===== src/slb_pkg.sv =====
// Shared constants, types and command/status structs for the segment layout builder.
package slb_pkg;

  localparam int SIZE_W = 11;
  localparam int ADDR_W = 12;
  localparam int LEN_W = 7;
  localparam int SLOT_W = 3;
  localparam int CNT_W = 5;

  localparam int USER_BLOCK_CLICKS = 16;
  localparam int NUM_SLOTS = 8;

  localparam logic [ADDR_W-1:0] LIMIT_RESET = 12'd2048;
  localparam logic [LEN_W-1:0] LEN_FULL = 7'd127;
  localparam logic [SIZE_W-1:0] SEG_ROUND = 11'd127;
  localparam logic [SLOT_W-1:0] SLOT_LAST = 3'd7;

  typedef struct packed {
    logic load;
    logic check;
    logic emit_err;
    logic emit_slot;
  } slb_cmd_t;

  typedef struct packed {
    logic err;
    logic last_slot;
    logic out_free;
  } slb_status_t;

endpackage


===== src/slb_ctrl.sv =====
// Controller state machine: request capture, size check and result sequencing.
module slb_ctrl
  import slb_pkg::*;
(
  input  logic        clk,
  input  logic        rst,
  input  logic        in_valid,
  output logic        in_stall,
  input  slb_status_t status,
  output slb_cmd_t    cmd
);

  localparam logic [1:0] ST_IDLE  = 2'd0;
  localparam logic [1:0] ST_CHECK = 2'd1;
  localparam logic [1:0] ST_EMIT  = 2'd2;

  logic [1:0] state;
  logic [1:0] state_next;

  assign in_stall = (state != ST_IDLE);

  always_comb begin
    state_next = state;
    cmd = '0;
    unique case (state)
      ST_IDLE: begin
        if (in_valid) begin
          cmd.load = 1'b1;
          state_next = ST_CHECK;
        end
      end
      ST_CHECK: begin
        cmd.check = 1'b1;
        state_next = ST_EMIT;
      end
      ST_EMIT: begin
        if (status.out_free) begin
          if (status.err) begin
            cmd.emit_err = 1'b1;
            state_next = ST_IDLE;
          end else begin
            cmd.emit_slot = 1'b1;
            if (status.last_slot) begin
              state_next = ST_IDLE;
            end
          end
        end
      end
      default: begin
        state_next = ST_IDLE;
      end
    endcase
  end

  always_ff @(posedge clk) begin
    if (rst) begin
      state <= ST_IDLE;
    end else begin
      state <= state_next;
    end
  end

endmodule


===== src/slb_datapath.sv =====
// Datapath: request registers, limit register, size check and slot descriptor output register.
module slb_datapath
  import slb_pkg::*;
(
  input  logic                clk,
  input  logic                rst,
  input  slb_cmd_t            cmd,
  output slb_status_t         status,
  input  logic                cfg_we,
  input  logic [ADDR_W-1:0]   cfg_data,
  input  logic [SIZE_W-1:0]   text_clicks,
  input  logic [SIZE_W-1:0]   data_clicks,
  input  logic [SIZE_W-1:0]   stack_clicks,
  output logic                out_valid,
  input  logic                out_stall,
  output logic [SLOT_W-1:0]   slot,
  output logic [ADDR_W-1:0]   base_address,
  output logic [LEN_W-1:0]    length_field,
  output logic                writable,
  output logic                expand_down,
  output logic                in_use,
  output logic                error,
  output logic                last
);

  logic [ADDR_W-1:0] mem_limit;
  logic [SIZE_W-1:0] t_r;
  logic [SIZE_W-1:0] d_r;
  logic [SIZE_W-1:0] s_r;
  logic [CNT_W-1:0]  nt;
  logic [CNT_W-1:0]  nd;
  logic [CNT_W-1:0]  ns;
  logic [ADDR_W-1:0] stack_top;
  logic              err;
  logic [SLOT_W-1:0] slot_cnt;

  logic [SIZE_W:0]   t_round;
  logic [SIZE_W:0]   d_round;
  logic [SIZE_W:0]   s_round;
  logic [CNT_W:0]    cnt_sum;
  logic [ADDR_W:0]   total;
  logic              err_next;

  logic [CNT_W-1:0]  ie;
  logic [CNT_W:0]    nt_nd;
  logic              in_text;
  logic              in_data;
  logic              in_stack;
  logic [CNT_W-1:0]  j5;
  logic [SLOT_W-1:0] j;
  logic [SLOT_W-1:0] m;
  logic [SLOT_W:0]   m1;
  logic              text_full;
  logic              data_full;
  logic              stack_full;
  logic [ADDR_W-1:0] seg_base;
  logic [LEN_W-1:0]  seg_len;
  logic              seg_wr;
  logic              seg_ed;
  logic              seg_used;

  assign t_round = {1'b0, t_r} + {1'b0, SEG_ROUND};
  assign d_round = {1'b0, d_r} + {1'b0, SEG_ROUND};
  assign s_round = {1'b0, s_r} + {1'b0, SEG_ROUND};
  assign cnt_sum = {1'b0, t_round[SIZE_W:7]} + {1'b0, d_round[SIZE_W:7]}
                 + {1'b0, s_round[SIZE_W:7]};
  assign total = {2'b0, t_r} + {2'b0, d_r} + {2'b0, s_r}
               + (ADDR_W+1)'(USER_BLOCK_CLICKS);
  assign err_next = (cnt_sum > (CNT_W+1)'(NUM_SLOTS)) || (total > {1'b0, mem_limit});

  assign ie = {2'b0, slot_cnt};
  assign nt_nd = {1'b0, nt} + {1'b0, nd};
  assign in_text = ie < nt;
  assign in_data = {1'b0, ie} < nt_nd;
  assign in_stack = ({1'b0, ie} + {1'b0, ns}) >= (CNT_W+1)'(NUM_SLOTS);
  assign j5 = ie - nt;
  assign j = j5[SLOT_W-1:0];
  assign m = SLOT_LAST - slot_cnt;
  assign m1 = {1'b0, m} + 4'd1;
  assign text_full = {1'b0, slot_cnt} < t_r[SIZE_W-1:7];
  assign data_full = {1'b0, j} < d_r[SIZE_W-1:7];
  assign stack_full = {1'b0, m} < s_r[SIZE_W-1:7];

  always_comb begin
    seg_base = '0;
    seg_len = '0;
    seg_wr = 1'b0;
    seg_ed = 1'b0;
    seg_used = 1'b0;
    priority if (in_stack) begin
      seg_base = stack_top - {1'b0, m1, 7'b0};
      seg_len = stack_full ? LEN_FULL : (7'd0 - s_r[6:0]);
      seg_wr = 1'b1;
      seg_ed = !stack_full;
      seg_used = 1'b1;
    end else if (in_text) begin
      seg_base = {2'b0, slot_cnt, 7'b0};
      seg_len = text_full ? LEN_FULL : (t_r[6:0] - 7'd1);
      seg_used = 1'b1;
    end else if (in_data) begin
      seg_base = ADDR_W'(USER_BLOCK_CLICKS) + {2'b0, j, 7'b0};
      seg_len = data_full ? LEN_FULL : (d_r[6:0] - 7'd1);
      seg_wr = 1'b1;
      seg_used = 1'b1;
    end else begin
      seg_used = 1'b0;
    end
  end

  assign status.err = err;
  assign status.last_slot = (slot_cnt == SLOT_LAST);
  assign status.out_free = !out_valid || !out_stall;

  always_ff @(posedge clk) begin
    if (rst) begin
      mem_limit <= LIMIT_RESET;
    end else if (cfg_we) begin
      mem_limit <= cfg_data;
    end
  end

  always_ff @(posedge clk) begin
    if (cmd.load) begin
      t_r <= text_clicks;
      d_r <= data_clicks;
      s_r <= stack_clicks;
      slot_cnt <= '0;
    end else if (cmd.emit_slot) begin
      slot_cnt <= slot_cnt + 3'd1;
    end
    if (cmd.check) begin
      nt <= t_round[SIZE_W:7];
      nd <= d_round[SIZE_W:7];
      ns <= s_round[SIZE_W:7];
      stack_top <= ADDR_W'(USER_BLOCK_CLICKS) + {1'b0, d_r} + {1'b0, s_r};
      err <= err_next;
    end
  end

  always_ff @(posedge clk) begin
    if (rst) begin
      out_valid <= 1'b0;
    end else if (cmd.emit_err || cmd.emit_slot) begin
      out_valid <= 1'b1;
    end else if (!out_stall) begin
      out_valid <= 1'b0;
    end
  end

  always_ff @(posedge clk) begin
    if (cmd.emit_err) begin
      slot <= '0;
      base_address <= '0;
      length_field <= '0;
      writable <= 1'b0;
      expand_down <= 1'b0;
      in_use <= 1'b0;
      error <= 1'b1;
      last <= 1'b1;
    end else if (cmd.emit_slot) begin
      slot <= slot_cnt;
      base_address <= seg_base;
      length_field <= seg_len;
      writable <= seg_wr;
      expand_down <= seg_ed;
      in_use <= seg_used;
      error <= 1'b0;
      last <= (slot_cnt == SLOT_LAST);
    end
  end

  a_err_last: assert property (@(posedge clk) disable iff (rst)
    out_valid && error |-> last && !in_use)
    else $error("error result without last");

  a_emit_shows: assert property (@(posedge clk) disable iff (rst)
    cmd.emit_slot |=> out_valid && !error)
    else $error("emitted slot not presented");

  a_clear_zero: assert property (@(posedge clk) disable iff (rst)
    out_valid && !error && !in_use |-> base_address == '0 && length_field == '0)
    else $error("cleared slot carries data");

  a_ed_writable: assert property (@(posedge clk) disable iff (rst)
    out_valid && !error && expand_down |-> writable && in_use)
    else $error("expand-down segment not writable");

endmodule


===== src/segment_layout_builder_unit.sv =====
// Segment layout builder top level: joins the controller and the datapath.
//
// Usage:
//   A request carries text_clicks, data_clicks and stack_clicks and is taken when
//   in_valid is high and in_stall is low. in_stall is high while a request is being
//   worked on, so one request is handled at a time.
//   Each good request yields eight results, slots 0 to 7 in order, the last one
//   with last set. A request that needs more than eight segments or exceeds
//   mem_limit yields one result with error and last set.
//   Results leave the output register at one result per cycle while out_stall is low.
//   Each request passes through capture and size check, then eight slots, or for a
//   refused request one error result.
//   While out_stall is high the output register holds its result and the
//   sequencer waits; the next request may be taken while the last result waits.
//   cfg_we writes cfg_data into mem_limit; write it only while the block is idle.
//   Reset (rst, synchronous) empties the output register, returns the controller
//   to idle and sets mem_limit to 2048.
module segment_layout_builder_unit
  import slb_pkg::*;
(
  input  logic                clk,
  input  logic                rst,
  input  logic                cfg_we,
  input  logic [ADDR_W-1:0]   cfg_data,
  input  logic                in_valid,
  output logic                in_stall,
  input  logic [SIZE_W-1:0]   text_clicks,
  input  logic [SIZE_W-1:0]   data_clicks,
  input  logic [SIZE_W-1:0]   stack_clicks,
  output logic                out_valid,
  input  logic                out_stall,
  output logic [SLOT_W-1:0]   slot,
  output logic [ADDR_W-1:0]   base_address,
  output logic [LEN_W-1:0]    length_field,
  output logic                writable,
  output logic                expand_down,
  output logic                in_use,
  output logic                error,
  output logic                last
);

  slb_cmd_t    cmd;
  slb_status_t status;

  slb_ctrl u_ctrl (
    .clk      (clk),
    .rst      (rst),
    .in_valid (in_valid),
    .in_stall (in_stall),
    .status   (status),
    .cmd      (cmd)
  );

  slb_datapath u_datapath (
    .clk          (clk),
    .rst          (rst),
    .cmd          (cmd),
    .status       (status),
    .cfg_we       (cfg_we),
    .cfg_data     (cfg_data),
    .text_clicks  (text_clicks),
    .data_clicks  (data_clicks),
    .stack_clicks (stack_clicks),
    .out_valid    (out_valid),
    .out_stall    (out_stall),
    .slot         (slot),
    .base_address (base_address),
    .length_field (length_field),
    .writable     (writable),
    .expand_down  (expand_down),
    .in_use       (in_use),
    .error        (error),
    .last         (last)
  );

endmodule

===== config.mk =====
export PLATFORM = sky130hd
export DESIGN_NAME = segment_layout_builder_unit
export DESIGN_NICKNAME = d
export VERILOG_FILES = /design/src/slb_pkg.sv /design/src/slb_ctrl.sv /design/src/slb_datapath.sv /design/src/segment_layout_builder_unit.sv
export SDC_FILE = /design/constraint.sdc
export NUM_CORES = 1
export LEC_CHECK = 0
export ABC_CLOCK_PERIOD_IN_PS = 7900
export BUFFER_PORTS_ARGS = -buffer_cell sky130_fd_sc_hd__buf_2
export CAP_MARGIN = 40
export CORE_MARGIN = 2
export CORE_UTILIZATION = 33
export CTS_CLUSTER_DIAMETER = 80
export CTS_CLUSTER_SIZE = 16
export DETAILED_ROUTE_END_ITERATION = 7
export SYNTH_ARGS = -nofsm -noshare
export SYNTH_HDL_FRONTEND = slang
export SYNTH_SLANG_ARGS = --single-unit

===== constraint.sdc =====
create_clock -name clk -period 7.9 [get_ports clk]
set_clock_uncertainty 0.1 [all_clocks]
set_input_delay 0.395 -clock clk [delete_from_list [all_inputs] [get_ports clk]]
set_output_delay 0.395 -clock clk [all_outputs]
set_load 0.005 [all_outputs]

Yosys cells after proc, flatten, opt, wreduce, memory -nomap -nowiden
Cells that the tools add are included.
Widths: inputs -> output; s select.
{"block": "word_totals", "word_cells": 94, "register_bits": 106, "output_inout_bits": 29}
{"block": "classes", "reduce_logical": 9, "n_mux": 29, "add_sub_neg": 21, "n_lt_le_gt_ge": 8, "n_eq_ne": 7}
{"cell": "$mux 7", "count": 6}
{"cell": "$add 11x7->12 const B", "count": 3}
{"cell": "$mux 12", "count": 3}
{"cell": "$sub 7x1->7 const B", "count": 2}
{"cell": "$add 13x11->13", "count": 1}
{"cell": "$add 13x5->13 const B", "count": 1}
{"cell": "$gt 13x12->1", "count": 1}
{"cell": "$mux 1", "count": 13}
{"cell": "$add 11x11->12", "count": 1}
{"cell": "$add 12x11->12", "count": 1}
{"cell": "$add 5x11->12 const A", "count": 1}
{"cell": "$add 5x5->6", "count": 2}
{"cell": "$lt 3x4->1", "count": 3}
{"cell": "$mux 2", "count": 6}
{"cell": "$sub 12x11->12", "count": 1}
{"cell": "$add 5x10->11 const A", "count": 1}
{"cell": "$sub 1x7->7 const A", "count": 1}
{"cell": "$add 3x5->6", "count": 1}
{"cell": "$add 6x5->6", "count": 1}
{"cell": "$ge 6x4->1 const B", "count": 1}
{"cell": "$gt 6x4->1 const B", "count": 1}
{"cell": "$lt 3x6->1", "count": 1}
{"cell": "$pmux 2 s3", "count": 1}
{"cell": "$lt 3x5->1", "count": 1}
{"cell": "15 further kinds", "count": 20}

Depth between registers and ports, before layout
{"block": "depth", "ltp_word": 6, "mapped_depth": 20, "depth_no_buf": 20}

Hierarchy
From an unflattened synthesis, not the netlist that was laid out.
{"block": "unflattened", "cells_unflattened": 681, "area_unflattened_um2": 6955.4}
{"mod": "slb_datapath", "area_each_um2": 6827.8, "instances": 1, "cells_each": 668}
{"mod": "slb_ctrl", "area_each_um2": 127.6, "instances": 1, "cells_each": 13}

Worst setup path after synthesis
No wires, ideal clock.
{"block": "synth_path", "path_type": "register to register", "startpoint": "reg u_datapath.d_r[0]", "endpoint": "reg u_datapath.err, data pin", "slack_ps": 3031, "t_arrival_ps": 4495, "required_time_ps": 7525, "stages_incl_launch_ff": 21, "period_less_slack_ps": 4869, "path_cell_list": "edfxtp_1 ha_1 fa_1 a21oi_1 o211ai_1 nor2_1 xnor2_1 ha_1 ha_1 or3_1 a2111oi_2 nor3b_1 o21ai_0 nand2b_1 xor2_1 ha_1 a211o_1 a2111oi_0 o31ai_1 o311ai_0 nand4_1"}
{"block": "synth_between", "elab_chain_len": 5, "elab_cells_between_ends": 9}
{"element": "start, declared", "line_no": "slb_datapath.sv:28", "source": "logic [SIZE_W-1:0] d_r;"}
{"element": "start signal, assigned", "line_no": "slb_datapath.sv:125", "source": "d_r <= data_clicks;"}
{"element": "$add 11x11->12 / $add 11x7->12 (equally long branches)", "line_no": "slb_datapath.sv:67, slb_datapath.sv:63"}
{"element": "$add 13x11->13 / $add 5x5->6 (equally long branches)", "line_no": "slb_datapath.sv:67, slb_datapath.sv:65"}
{"element": "$add 13x5->13 / $add 6x5->6 (equally long branches)", "line_no": "slb_datapath.sv:68, slb_datapath.sv:66"}
{"element": "$gt 13x12->1 / $gt 6x4->1 (equally long branches)", "line_no": "slb_datapath.sv:69", "source": "assign err_next = (cnt_sum > (CNT_W+1)'(NUM_SLOTS)) || (total > {1'b0, mem_limit});"}
{"element": "$logic_or 1x1->1 *", "line_no": "slb_datapath.sv:69"}
{"element": "net u_datapath.err_next", "line_no": "slb_datapath.sv:42", "source": "logic err_next;"}
{"element": "end signal, assigned", "line_no": "slb_datapath.sv:136", "source": "err <= err_next;"}
{"element": "end, declared", "line_no": "slb_datapath.sv:34", "source": "logic err;"}
Mark *: on every way through the listed nets, which the timed path passes. The rest lies on a longest branch.
A chain may end at the register's enable or synchronous reset.

Worst setup path in the final report
Same ends and word-level chain as after synthesis.

==> run summary <==
post-CTS setup buffers = 0
# resized after CTS = 0
root buffer cell = clkbuf_16
layout cells sized above 1 = 0.142
Synth top area share = 0.265
core area = 20,400 um^2
Post-synth EDFFs = 61
crit-path max FO = 6
# clock sinks = 106
async set-reset flop share out of synthesis = 0
HPWL Detailed = 12.4 mm
initial antenna violation count = 0
worst path bufs/invs = 0
Final Cycle Share = 0.680
Final nets = 929
Detailed Route Iter0 Violations = 245
hold buffers post-CTS = 0
vias per cell = 4.88
dpl cells = 1,026
Layout Cells excl Fill = 1,042
setup TNS = 0 ns
RSZ-0062 raised after global routing = no
clock buffer depth = 2
Slew @ Worst Pin = 0.827 ns
startpoint types = flip-flop
drc violations = 0
register area share after synthesis = 0.395
number of buffer cells added on primary ports = 78
synthesized area = 6910 um^2
gr usage total = 0.145
vias in the first global route = 4,935
Starting Density = 0.338
1st-pass router iterations = 4
IO Count = 79
diodes inserted = 0
worst-path cell chain = ha_1 > fa_1 > a21oi_1 > o211ai_1 > nor2_1 > xnor2_1 > ha_1 > ha_1 > or3_1 > a2111oi_2 > nor3b_1 > o21ai_0 > nand2b_1 > xor2_1 > ha_1 > a211o_1 > a2111oi_0 > o31ai_1 > o311ai_0 > nand4_1
H-tree levels = 3
slowest stage cell, crit path = edfxtp_1
max_cap viols = 0
total die area = 22,100 um^2
CTS Buf Count = 9
die height = 149 um
GPL Wtd Cong = 0.811
Ys Warns = 0
crit end category = flip-flop
Mapped Nets = 848
global-route wire length before repair = 24.7 mm
gate count of the mapped netlist = 686
peak supply drop = 0.104 mV
#FFs+latches synth = 106
area grow syn2layout = 14.5%
Worst slew margin = 0.449
max incr delay on CP = 0.49 ns
WS Path Type = flip-flop to flip-flop
Final ANT Viol Nets = 0
Via Count = 5,089
most used cell, CP = ha_1
Synth area leader = edfxtp_1
final wirelength = 15.4 mm
crit path time final = 5.37 ns
CTS tree = built
status = completed
Primary FF master, synth = edfxtp_1
arrival time at the worst endpoint = 5.36 ns
die width = 149 um
final slew viol count = 0
endpoints failing hold = 0
final setup violating endpoints = 0
critical path data required time = 7.89 ns
DR WL/cell = 14.7 um
Hold Crit Class = input port to flip-flop
PD cells = 221 nW/um^2
Fmax = 0.186 GHz
Worst-Skew Late Latency = 0.36 ns
Mapped Avg Cell Area = 10.1 um^2
synth top area cells = edfxtp_1 26%, ha_1 18%, dfxtp_1 13%, xnor2_1 4.8%, a21oi_1 3.8%
largest net degree at the start of global routing = 38
Clk pin slew, worst setup/hold paths = 0.07 ns
FP Rows = 52
crit-path leading delay family = compound AO/OA/AOI/OAI gates
global route overflow = 0
Yosys cell types = 54
hold slack = 0.105 ns
leakage power = 3.41 nW
Final Util = 0.387
[metal layers]
metal	vias to the layer above	routed length, um	global-route usage
met4	0	337	0.0590
met3	21	437	0.0205
li1	2617	-	-
met2	67	7350	0.244
met5	-	0	0
met1	2384	7230	0.187
[cell usage after synthesis (19+ instances only)]
| cell | count |
|---|---|
| ha_1 | 99 |
| edfxtp_1 | 61 |
| inv_1 | 61 |
| nand2_1 | 55 |
| a21oi_1 | 52 |
| nor2_1 | 49 |
| dfxtp_1 | 45 |
| xnor2_1 | 38 |
| o21ai_0 | 31 |
| xor2_1 | 21 |
| nand3_1 | 19 |
[flip-flops by register name, indices dropped and copies added, names as in the netlist]
| name | cells |
|---|---|
| u_datapath.nd | 5 |
| u_datapath.length_field | 7 |
| u_datapath.base_address | 12 |
| u_ctrl.state | 2 |
| u_datapath.mem_limit | 12 |
| u_datapath.stack_top | 12 |
| u_datapath.expand_down | 1 |
| u_datapath.writable | 1 |
| u_datapath.ns | 5 |
| u_datapath.t_r | 11 |
| u_datapath.slot_cnt | 3 |
| u_datapath.error | 1 |
| u_datapath.in_use | 1 |
| u_datapath.s_r | 11 |
| u_datapath.slot | 3 |
| u_datapath.err | 1 |
| u_datapath.last | 1 |
| u_datapath.out_valid | 1 |
| u_datapath.d_r | 11 |
| u_datapath.nt | 5 |
[layout by cell type, fill, tap and decap left out, types with 8 or more instances in the layout]
| cell type | instances |
|---|---|
| nor2_1 | 48 |
| mux2i_1 | 11 |
| buf_2 | 78 |
| fa_1 | 13 |
| nand2_1 | 55 |
| inv_1 | 61 |
| clkbuf_16 | 9 |
| xor2_1 | 21 |
| nand3_1 | 19 |
| a22o_1 | 8 |
| edfxtp_1 | 61 |
| a211oi_1 | 10 |
| o21ai_0 | 31 |
| nor3_1 | 13 |
| a21oi_1 | 52 |
| xnor2_1 | 38 |
| ha_1 | 99 |
| dfxtp_1 | 45 |
[worst paths after layout]
kind,cells after the start,from,endpoint,slack (ns)
min,1,data_clicks[1],u_datapath.d_r[1],0.11
max reg2reg,20,u_datapath.d_r[0],u_datapath.err,2.53
max,20,u_datapath.d_r[0],u_datapath.err,2.53
min reg2reg,2,u_datapath.in_use,u_datapath.in_use,0.34
[logic make-up (layout without fill, tap and decap cells)]
family | after synthesis | after routing | share of synthesized area
simple gates | 178 | 178 | 0.122
compound gates | 145 | 145 | 0.133
fa+ha+maj | 112 | 112 | 0.217
flops | 106 | 106 | 0.395
buf+inv | 74 | 160 | 0.0407
xor+xnor | 59 | 59 | 0.0747
mux | 12 | 12 | 0.0176
[cell type report]
cell class	count	area (um^2)
flip-flops and latches	106	2730
repair buffers	82	433
fillers	2072	12500
well taps	270	338
clock inverters	6	40.0
inverters	62	233
multi-input cells	506	3910
clock buffers	10	229
[power by group]
part	switching [mW]	internal (mW)	total, mW
Clock	0.209	0.215	0.424
Sequential	0.0521	0.656	0.709
Combinational	0.328	0.289	0.618
Total	0.589	1.16	1.75
[per-stage QoR]
stage	total power, mW	instance area (um^2)	worst slack [ns]
6_report	1.75	7920	2.53
5_1_grt	1.89	7920	2.13
4_1_cts	1.78	7920	2.54
3_5_place_dp	1.34	7650	2.57
3_3_place_gp	1.33	7620	2.74
2_1_floorplan	1.17	6910	3.03
No activity file was read; power rests on OpenSTA's default activity.
